$ cat src/rtl/core/frc_pkg.sv
// shared types and constants for the frame receiver with checksum
`default_nettype none

package frc_pkg;

   // frame sync bytes and nibble mask
   localparam logic [7:0] HDR_FIRST   = 8'hEA;
   localparam logic [7:0] HDR_SECOND  = 8'hAF;
   localparam logic [3:0] NIBBLE_MASK = 4'hF;

   // field widths
   localparam int BYTE_W    = 8;
   localparam int LEN_W     = 12;
   localparam int CTRL_W    = 16;
   localparam int SUM_W     = 16;
   localparam int RSP_DATA_W = 64;

   // result kinds carried on tuser
   localparam logic RESULT_PAYLOAD = 1'b0;
   localparam logic RESULT_FRAME   = 1'b1;

   // receive phases
   typedef enum logic [3:0] {
      PH_HUNT     = 4'd0,
      PH_SYNC2    = 4'd1,
      PH_CTRL_HI  = 4'd2,
      PH_CTRL_LO  = 4'd3,
      PH_COMMAND  = 4'd4,
      PH_LEN_HI   = 4'd5,
      PH_LEN_LO   = 4'd6,
      PH_PAYLOAD  = 4'd7,
      PH_CHECK_HI = 4'd8,
      PH_CHECK_LO = 4'd9
   } phase_type;

endpackage

`default_nettype wire

$ cat src/rtl/core/frame_receiver_checksum.sv
// frame receiver top level: header hunt, field capture, payload stream and checksum test
//
// usage
//   req channel: one received serial byte per request on req_tdata
//   rsp channel: one result per payload byte, and one per frame whose check
//   matches; rsp_tuser gives the kind (0 payload byte, 1 frame accepted)
//   csr port: csr_wr_en writes payload_buffer_length from csr_wr_data; the user
//   must do so only while the block is idle, which the block does not enforce
// timing
//   a result appears on rsp in the cycle after the request that causes it;
//   one request is taken every cycle while no result waits or rsp_tready is high,
//   set by the single result register that each byte's phase step writes
// reset
//   synchronous, active high: phase returns to hunting for the first header
//   byte, the result register empties, payload_buffer_length becomes 256
// back-pressure
//   while a result waits and rsp_tready is low, req_tready drops; when the
//   result is taken in the same cycle a new request is accepted alongside
// bytes that cause no result are still taken and may move the receiver on by one phase
`default_nettype none

module frame_receiver_checksum
   import frc_pkg::*;
(
   input  wire logic                  clock,
   input  wire logic                  reset,
   // request channel
   input  wire logic                  req_tvalid,
   output logic                       req_tready,
   input  wire logic [BYTE_W-1:0]     req_tdata,   // [7:0] data_byte
   // result channel
   output logic                       rsp_tvalid,
   input  wire logic                  rsp_tready,
   // [7:0] payload_byte, [19:8] payload_index, [20] within_buffer,
   // [36:21] frame_control, [44:37] command, [56:45] payload_length, [63:57] zero
   output logic [RSP_DATA_W-1:0]      rsp_tdata,
   output logic                       rsp_tuser,   // [0] result_kind
   // configuration
   input  wire logic                  csr_wr_en,
   input  wire logic [LEN_W-1:0]      csr_wr_data  // payload_buffer_length
);

   localparam int PAD_W = RSP_DATA_W - (BYTE_W + LEN_W + 1 + CTRL_W + BYTE_W + LEN_W);

   // receiver state
   phase_type           phase_ff, phase_in;
   logic [SUM_W-1:0]    sum_ff, sum_in;
   logic [BYTE_W-1:0]   check_hi_ff, check_hi_in;
   logic [CTRL_W-1:0]   control_ff, control_in;
   logic [BYTE_W-1:0]   command_ff, command_in;
   logic [LEN_W-1:0]    length_ff, length_in;
   logic [LEN_W-1:0]    count_ff, count_in;
   logic [LEN_W-1:0]    buf_len_ff;

   // result register
   logic                  rsp_valid_ff, rsp_valid_in;
   logic [RSP_DATA_W-1:0] rsp_data_ff, rsp_data_in;
   logic                  rsp_kind_ff, rsp_kind_in;

   // per-request working values
   logic                  req_fire;
   logic                  emit;
   logic                  emit_kind;
   logic [BYTE_W-1:0]     b;
   logic [SUM_W-1:0]      sum_plus;
   logic [SUM_W-1:0]      check_word;
   logic [LEN_W-1:0]      count_next;
   logic [LEN_W-1:0]      length_full;

   // the result register frees up in the cycle it is taken
   assign req_tready = !rsp_valid_ff || rsp_tready;
   assign req_fire   = req_tvalid && req_tready;

   assign b           = req_tdata;
   assign sum_plus    = sum_ff + {{(SUM_W-BYTE_W){1'b0}}, b};
   assign check_word  = {check_hi_ff, b};
   assign count_next  = count_ff + {{(LEN_W-1){1'b0}}, 1'b1};
   assign length_full = {length_ff[LEN_W-1:4], b[3:0] & NIBBLE_MASK};

   // phase step for the byte being accepted
   always_comb begin
      phase_in    = phase_ff;
      sum_in      = sum_ff;
      check_hi_in = check_hi_ff;
      control_in  = control_ff;
      command_in  = command_ff;
      length_in   = length_ff;
      count_in    = count_ff;
      emit        = 1'b0;
      emit_kind   = RESULT_PAYLOAD;
      rsp_data_in = '0;

      if (req_fire) begin
         case (phase_ff)
            PH_SYNC2: begin
               if (b == HDR_SECOND) begin
                  sum_in   = sum_plus;
                  phase_in = PH_CTRL_HI;
               end else if (b == HDR_FIRST) begin
                  // repeated first header byte restarts the sum
                  sum_in = {{(SUM_W-BYTE_W){1'b0}}, HDR_FIRST};
               end else begin
                  phase_in = PH_HUNT;
               end
            end
            PH_CTRL_HI: begin
               control_in = {b, control_ff[BYTE_W-1:0]};
               sum_in     = sum_plus;
               phase_in   = PH_CTRL_LO;
            end
            PH_CTRL_LO: begin
               control_in = {control_ff[CTRL_W-1:BYTE_W], b};
               sum_in     = sum_plus;
               phase_in   = PH_COMMAND;
            end
            PH_COMMAND: begin
               command_in = b;
               sum_in     = sum_plus;
               phase_in   = PH_LEN_HI;
            end
            PH_LEN_HI: begin
               length_in = {b, 4'h0};
               sum_in    = sum_plus;
               phase_in  = PH_LEN_LO;
            end
            PH_LEN_LO: begin
               if (b[7:4] != (b[3:0] & NIBBLE_MASK)) begin
                  phase_in = PH_HUNT;
               end else begin
                  length_in = length_full;
                  sum_in    = sum_plus;
                  count_in  = '0;
                  phase_in  = (length_full == '0) ? PH_CHECK_HI : PH_PAYLOAD;
               end
            end
            PH_PAYLOAD: begin
               emit        = 1'b1;
               emit_kind   = RESULT_PAYLOAD;
               rsp_data_in = {{PAD_W{1'b0}}, {LEN_W{1'b0}}, {BYTE_W{1'b0}},
                              {CTRL_W{1'b0}}, (count_ff < buf_len_ff), count_ff, b};
               sum_in      = sum_plus;
               count_in    = count_next;
               if (count_next == length_ff) begin
                  phase_in = PH_CHECK_HI;
               end
            end
            PH_CHECK_HI: begin
               check_hi_in = b;
               phase_in    = PH_CHECK_LO;
            end
            PH_CHECK_LO: begin
               if (sum_ff == ~check_word) begin
                  emit        = 1'b1;
                  emit_kind   = RESULT_FRAME;
                  rsp_data_in = {{PAD_W{1'b0}}, length_ff, command_ff, control_ff,
                                 1'b0, {LEN_W{1'b0}}, {BYTE_W{1'b0}}};
               end
               phase_in = PH_HUNT;
            end
            default: begin
               // hunting for the first header byte
               phase_in = PH_HUNT;
               if (b == HDR_FIRST) begin
                  sum_in   = {{(SUM_W-BYTE_W){1'b0}}, HDR_FIRST};
                  phase_in = PH_SYNC2;
               end
            end
         endcase
      end
   end

   // result register control
   always_comb begin
      rsp_valid_in = rsp_valid_ff;
      rsp_kind_in  = rsp_kind_ff;
      if (req_fire) begin
         rsp_valid_in = emit;
         rsp_kind_in  = emit_kind;
      end else if (rsp_tready) begin
         rsp_valid_in = 1'b0;
      end
   end

   always_ff @(posedge clock) begin
      if (reset) begin
         phase_ff     <= PH_HUNT;
         sum_ff       <= '0;
         check_hi_ff  <= '0;
         control_ff   <= '0;
         command_ff   <= '0;
         length_ff    <= '0;
         count_ff     <= '0;
         buf_len_ff   <= LEN_W'(256);
         rsp_valid_ff <= 1'b0;
         rsp_kind_ff  <= RESULT_PAYLOAD;
      end else begin
         phase_ff     <= phase_in;
         sum_ff       <= sum_in;
         check_hi_ff  <= check_hi_in;
         control_ff   <= control_in;
         command_ff   <= command_in;
         length_ff    <= length_in;
         count_ff     <= count_in;
         rsp_valid_ff <= rsp_valid_in;
         rsp_kind_ff  <= rsp_kind_in;
         if (csr_wr_en) begin
            buf_len_ff <= csr_wr_data;
         end
      end
   end

   // payload of the result register, loaded with each accepted request
   always_ff @(posedge clock) begin
      if (req_fire) begin
         rsp_data_ff <= rsp_data_in;
      end
   end

   assign rsp_tvalid = rsp_valid_ff;
   assign rsp_tdata  = rsp_data_ff;
   assign rsp_tuser  = rsp_kind_ff;

`ifndef SYNTHESIS
   // a waiting result that is not taken must hold off new requests
   a_stall_blocks: assert property (@(posedge clock) disable iff (reset)
      (rsp_valid_ff && !rsp_tready) |-> !req_tready)
      else $error("request taken while result stalled");

   // the check low byte always ends the frame
   a_check_ends: assert property (@(posedge clock) disable iff (reset)
      (req_fire && phase_ff == PH_CHECK_LO) |=> (phase_ff == PH_HUNT))
      else $error("frame did not end after check");

   // only payload and check low phases produce results
   a_no_stray: assert property (@(posedge clock) disable iff (reset)
      (req_fire && phase_ff != PH_PAYLOAD && phase_ff != PH_CHECK_LO) |=> !rsp_valid_ff)
      else $error("result from a header or field byte");

   // payload counter stays below the frame length
   a_count_range: assert property (@(posedge clock) disable iff (reset)
      (phase_ff == PH_PAYLOAD) |-> (count_ff < length_ff))
      else $error("payload count overran length");
`endif

endmodule

`default_nettype wire

$ cat config.mk
export PLATFORM = sky130hd
export DESIGN_NAME = frame_receiver_checksum
export DESIGN_NICKNAME = d
export VERILOG_FILES = /design/src/rtl/core/frc_pkg.sv /design/src/rtl/core/frame_receiver_checksum.sv
export SDC_FILE = /design/constraint.sdc
export NUM_CORES = 1
export LEC_CHECK = 0
export CAP_MARGIN = 20
export CORE_AREA = 2 2 117 119
export DETAILED_ROUTE_END_ITERATION = 8
export DIE_AREA = 0 0 119 121
export DONT_BUFFER_PORTS = 1
export PLACE_DENSITY = 0.72
export RECOVER_POWER = 25
export SLEW_MARGIN = 5
export SYNTH_ARGS = -nofsm -noshare
export SYNTH_HDL_FRONTEND = slang
export SYNTH_SLANG_ARGS = --single-unit
export TNS_END_PERCENT = 50
$ cat constraint.sdc
create_clock -name clock -period 7.1 [get_ports clock]
set_input_delay 0.355 -clock clock [delete_from_list [all_inputs] [get_ports clock]]
set_output_delay 0.355 -clock clock [all_outputs]
set_load 0.02 [all_outputs]
==> impl_metrics.csv <==
group,metric,value,unit
die,pin_count,92,
synth,seq_area_frac_synth,49.3,%
power,max-vdd-ir-drop,0.168,mV
clock_tree,htreeDepth,4,
power,share_comb_of_total_power,6.2,%
power,p_clk_share,47.5,%
flow_run,cap_violations,0,
synth,synth-seq-cells,147,
clock_tree,cts_root_buffer,"clkbuf_16",
place,io_buffers,0,
clock_tree,numCtsBuffers,17,
layout,regArea,3510,um^2
layout,nNetsFinal,748,
die,start_util,54.4,%
synth,ys_warn_count,0,
die,rows,42,
detailed_routing,drcViolationCount,0,
worst_setup_path,reg2reg_slack,3.90,ns
power,p_sw_share,23.0,%
global_routing,grt_pass1_wl,26300,um
power,netSwitchingPower,0.000459,W
worst_setup_path,required,7.46,ns
worst_setup_path,worstPathArrival,3.56,ns
clock_tree,cts_tree,"yes",
global_routing,gr-total-overflow,0,
worst_setup_path,r2r-start,"rsp_tvalid$_SDFFE_PP0P_",
power,intPower,0.00154,W
run_status,status,"finished clean",
timing,holdWs,0.0756,ns
synth,synth_ff_type,"dfxtp_1",
synth,yosysTopAreaCell,"dfxtp_1",
detailed_routing,ant_nets,0,
timing,tightestPinTransition,0.930,ns
global_routing,grt.total_usage,23.5,%
synth,async_flop_share,0,%
worst_setup_path,r2r-end,"sum_ff[15]$_SDFFE_PP0P_",
synth,synth.top_cell.area_share,25.3,%
global_routing,grt_max_degree,66,
clock_tree,clock_sinks,147,
clock_tree,cts.clk_slew.worst_paths,0.06,ns
power,p_leak,3.10,nW
detailed_routing,routed_via_density,5.96,
layout,area_delta_synth_final,9.59,%
timing,finalCriticalPeriod,3.20,ns
timing,drv_slew,0,
synth,yosysMostFrequentCell,"nor2_1",
place,dpl.hpwl,10700,um
timing,timing.setup.tns,0,ns
layout,multi_input_area,3310,um^2
timing,rsz0062_at_grt,"no",
synth,synthCells,724,
timing,max_freq,312,MHz
detailed_routing,totalWireLength,16400,um
detailed_routing,num_vias,5308,
die,die_width,119,um
global_routing,first_global_vias,5062,
timing,fin_crit_sh,45.1,%
detailed_routing,firstDrtPassIters,5,
synth,ys_types,65,
clock_tree,clockBufferDepth,2,
die,fp.coreArea,13100,um^2
synth,synth_area_leaders,"dfxtp_1 25%, edfxtp_1 24%, mux2i_1 5.8%",
timing,finalHoldViolCount,0,
hold_path,hp-class,"in2reg",
timing,fin_worst_skew,0.00767,ns
worst_setup_path,crit_fanout,42,
worst_setup_path,endpoint_kind,"register",
layout,drive_above_1_share,6.71,%
timing,slew_headroom,37.8,%
clock_tree,ctsHoldBuffers,3,
worst_setup_path,critPathLaunchType,"register",
worst_setup_path,endpoint,"sum_ff[15]$_SDFFE_PP0P_",
worst_setup_path,cp-startpoint,"rsp_tvalid$_SDFFE_PP0P_",
layout,fillerInstances,1053,
clock_tree,postCtsSetupRepairBufs,0,
clock_tree,clock_latency,0.42,ns
clock_tree,post_cts_resized,0,
place,finalWeightedCongestion,0.869,
synth,netlist_area,7120,um^2
detailed_routing,wire_per_inst,18.4,um
power,pwr-share-seq,46.3,%
timing,setup_viol,0,
worst_setup_path,crit_type,"reg2reg",
global_routing,grt_antenna_before_repair,1,
layout,antenna_cells,0,
die,die_area,14400,um^2
worst_setup_path,reg2reg_depth,8,
power,power_density,256,nW/um^2
die,die_h,121,um
synth,syn_avg_cell_area,9.84,um^2
detailed_routing,drt_iter0_markers,437,
synth,synth_edf_count,57,
synth,synthTopCellsByCount,"92 x nor2_1, 90 x dfxtp_1, 57 x edfxtp_1",
## metal layers
| layer | GRT usage (%) | wire [um] | vias to the layer above |
|---|---|---|---|
| met4 | 9.67 | 448 | 2 |
| met3 | 7.28 | 1130 | 45 |
| met2 | 37.8 | 7850 | 229 |
| met1 | 29.4 | 6970 | 2529 |
| li1 | - | - | 2503 |
| met5 | 0 | 13 | - |
## power by group through the flow
stage                     combinational [W]  clock (W)  sequential, W
final                              0.000124   0.000949       0.000926
after global routing               0.000137   0.000999       0.000928
after CTS                          0.000123   0.000964       0.000926
after detailed placement           0.000111          0       0.000944
after global placement             0.000106          0       0.000943
after floorplan                    0.000112          0       0.000937
## flip-flops by register name, indices dropped and copies added, names as in the netlist
register / cells
command_ff: 8
rsp_tuser: 1
length_ff: 12
sum_ff: 16
count_ff: 12
rsp_tdata: 57
buf_len_ff: 12
rsp_tvalid: 1
control_ff: 16
check_hi_ff: 8
phase_ff: 4
## stage by stage
stage / cells / cell area (um^2) / total power (W) / utilization, % / setup slack (ns)
global route: 891 / 7800 / 0.00206 / 59.6 / 3.64
CTS: 891 / 7800 / 0.00201 / 59.6 / 3.86
finish: 891 / 7800 / 0.00200 / 59.6 / 3.90
floorplan: 730 / 7140 / 0.00105 / - / 3.72
global placement: 856 / 7130 / 0.00105 / 54.5 / 3.94
detailed placement: 856 / 7130 / 0.00106 / 54.5 / 3.87
## layout make-up
class | instances | area share, %
inverters | 19 | 0.914
repair buffers | 5 | 0.802
clock inverters | 13 | 2.50
multi-input cells | 512 | 42.4
well taps | 176 | 2.82
flip-flops and latches | 147 | 45.0
clock buffers | 19 | 5.55
## critical path, stage by stage (launching register included)
cell	delay, ns
dfxtp_1	0.38
nand2b_1	0.27
nand2_1	0.23
inv_2	0.58
buf_4	0.55
o211ai_4	0.17
nor2_4	0.35
or4b_1	0.47
a21oi_1	0.14
## cells by family (layout without fill, tap and decap cells)
kind of cell / after synthesis / in the layout / share of synthesized area [%]
simple gates: 281 / 281 / 20.0
flops: 147 / 147 / 49.3
compound gates: 130 / 130 / 12.4
buf+inv: 71 / 56 / 4.60
mux: 41 / 41 / 5.76
xor+xnor: 32 / 32 / 4.04
fa+ha+maj: 21 / 21 / 3.79
other cells: 1 / 7 / 0.0527
## layout by cell type (no fill, tap or decap), types with 8 or more instances in the layout
| master | count |
|---|---|
| xor2_1 | 16 |
| xnor2_1 | 15 |
| and2_1 | 56 |
| a21o_1 | 8 |
| clkbuf_16 | 17 |
| a21oi_1 | 46 |
| edfxtp_1 | 57 |
| dfxtp_1 | 90 |
| nand4_1 | 9 |
| nor3_1 | 12 |
| mux2i_1 | 41 |
| nor2_1 | 92 |
| nand3_1 | 23 |
| a22oi_1 | 8 |
| nor4_1 | 9 |
| nand2_1 | 42 |
| o21ai_0 | 22 |
| inv_1 | 18 |
| ha_1 | 20 |
## worst min path at each step
stage	start	endpoint	cells past startpoint
6_report	csr_wr_en	buf_len_ff[8]$_SDFFE_PP1P_	1
5_1_grt	csr_wr_en	buf_len_ff[8]$_SDFFE_PP1P_	1
4_1_cts	csr_wr_en	buf_len_ff[8]$_SDFFE_PP1P_	1
3_5_place_dp	reset	buf_len_ff[7]$_SDFFE_PP0P_	1
3_3_place_gp	reset	sum_ff[2]$_SDFFE_PP0P_	1
2_1_floorplan	sum_ff[2]$_SDFFE_PP0P_	sum_ff[2]$_SDFFE_PP0P_	2
Note: power is estimated with default switching activity, not from simulation.
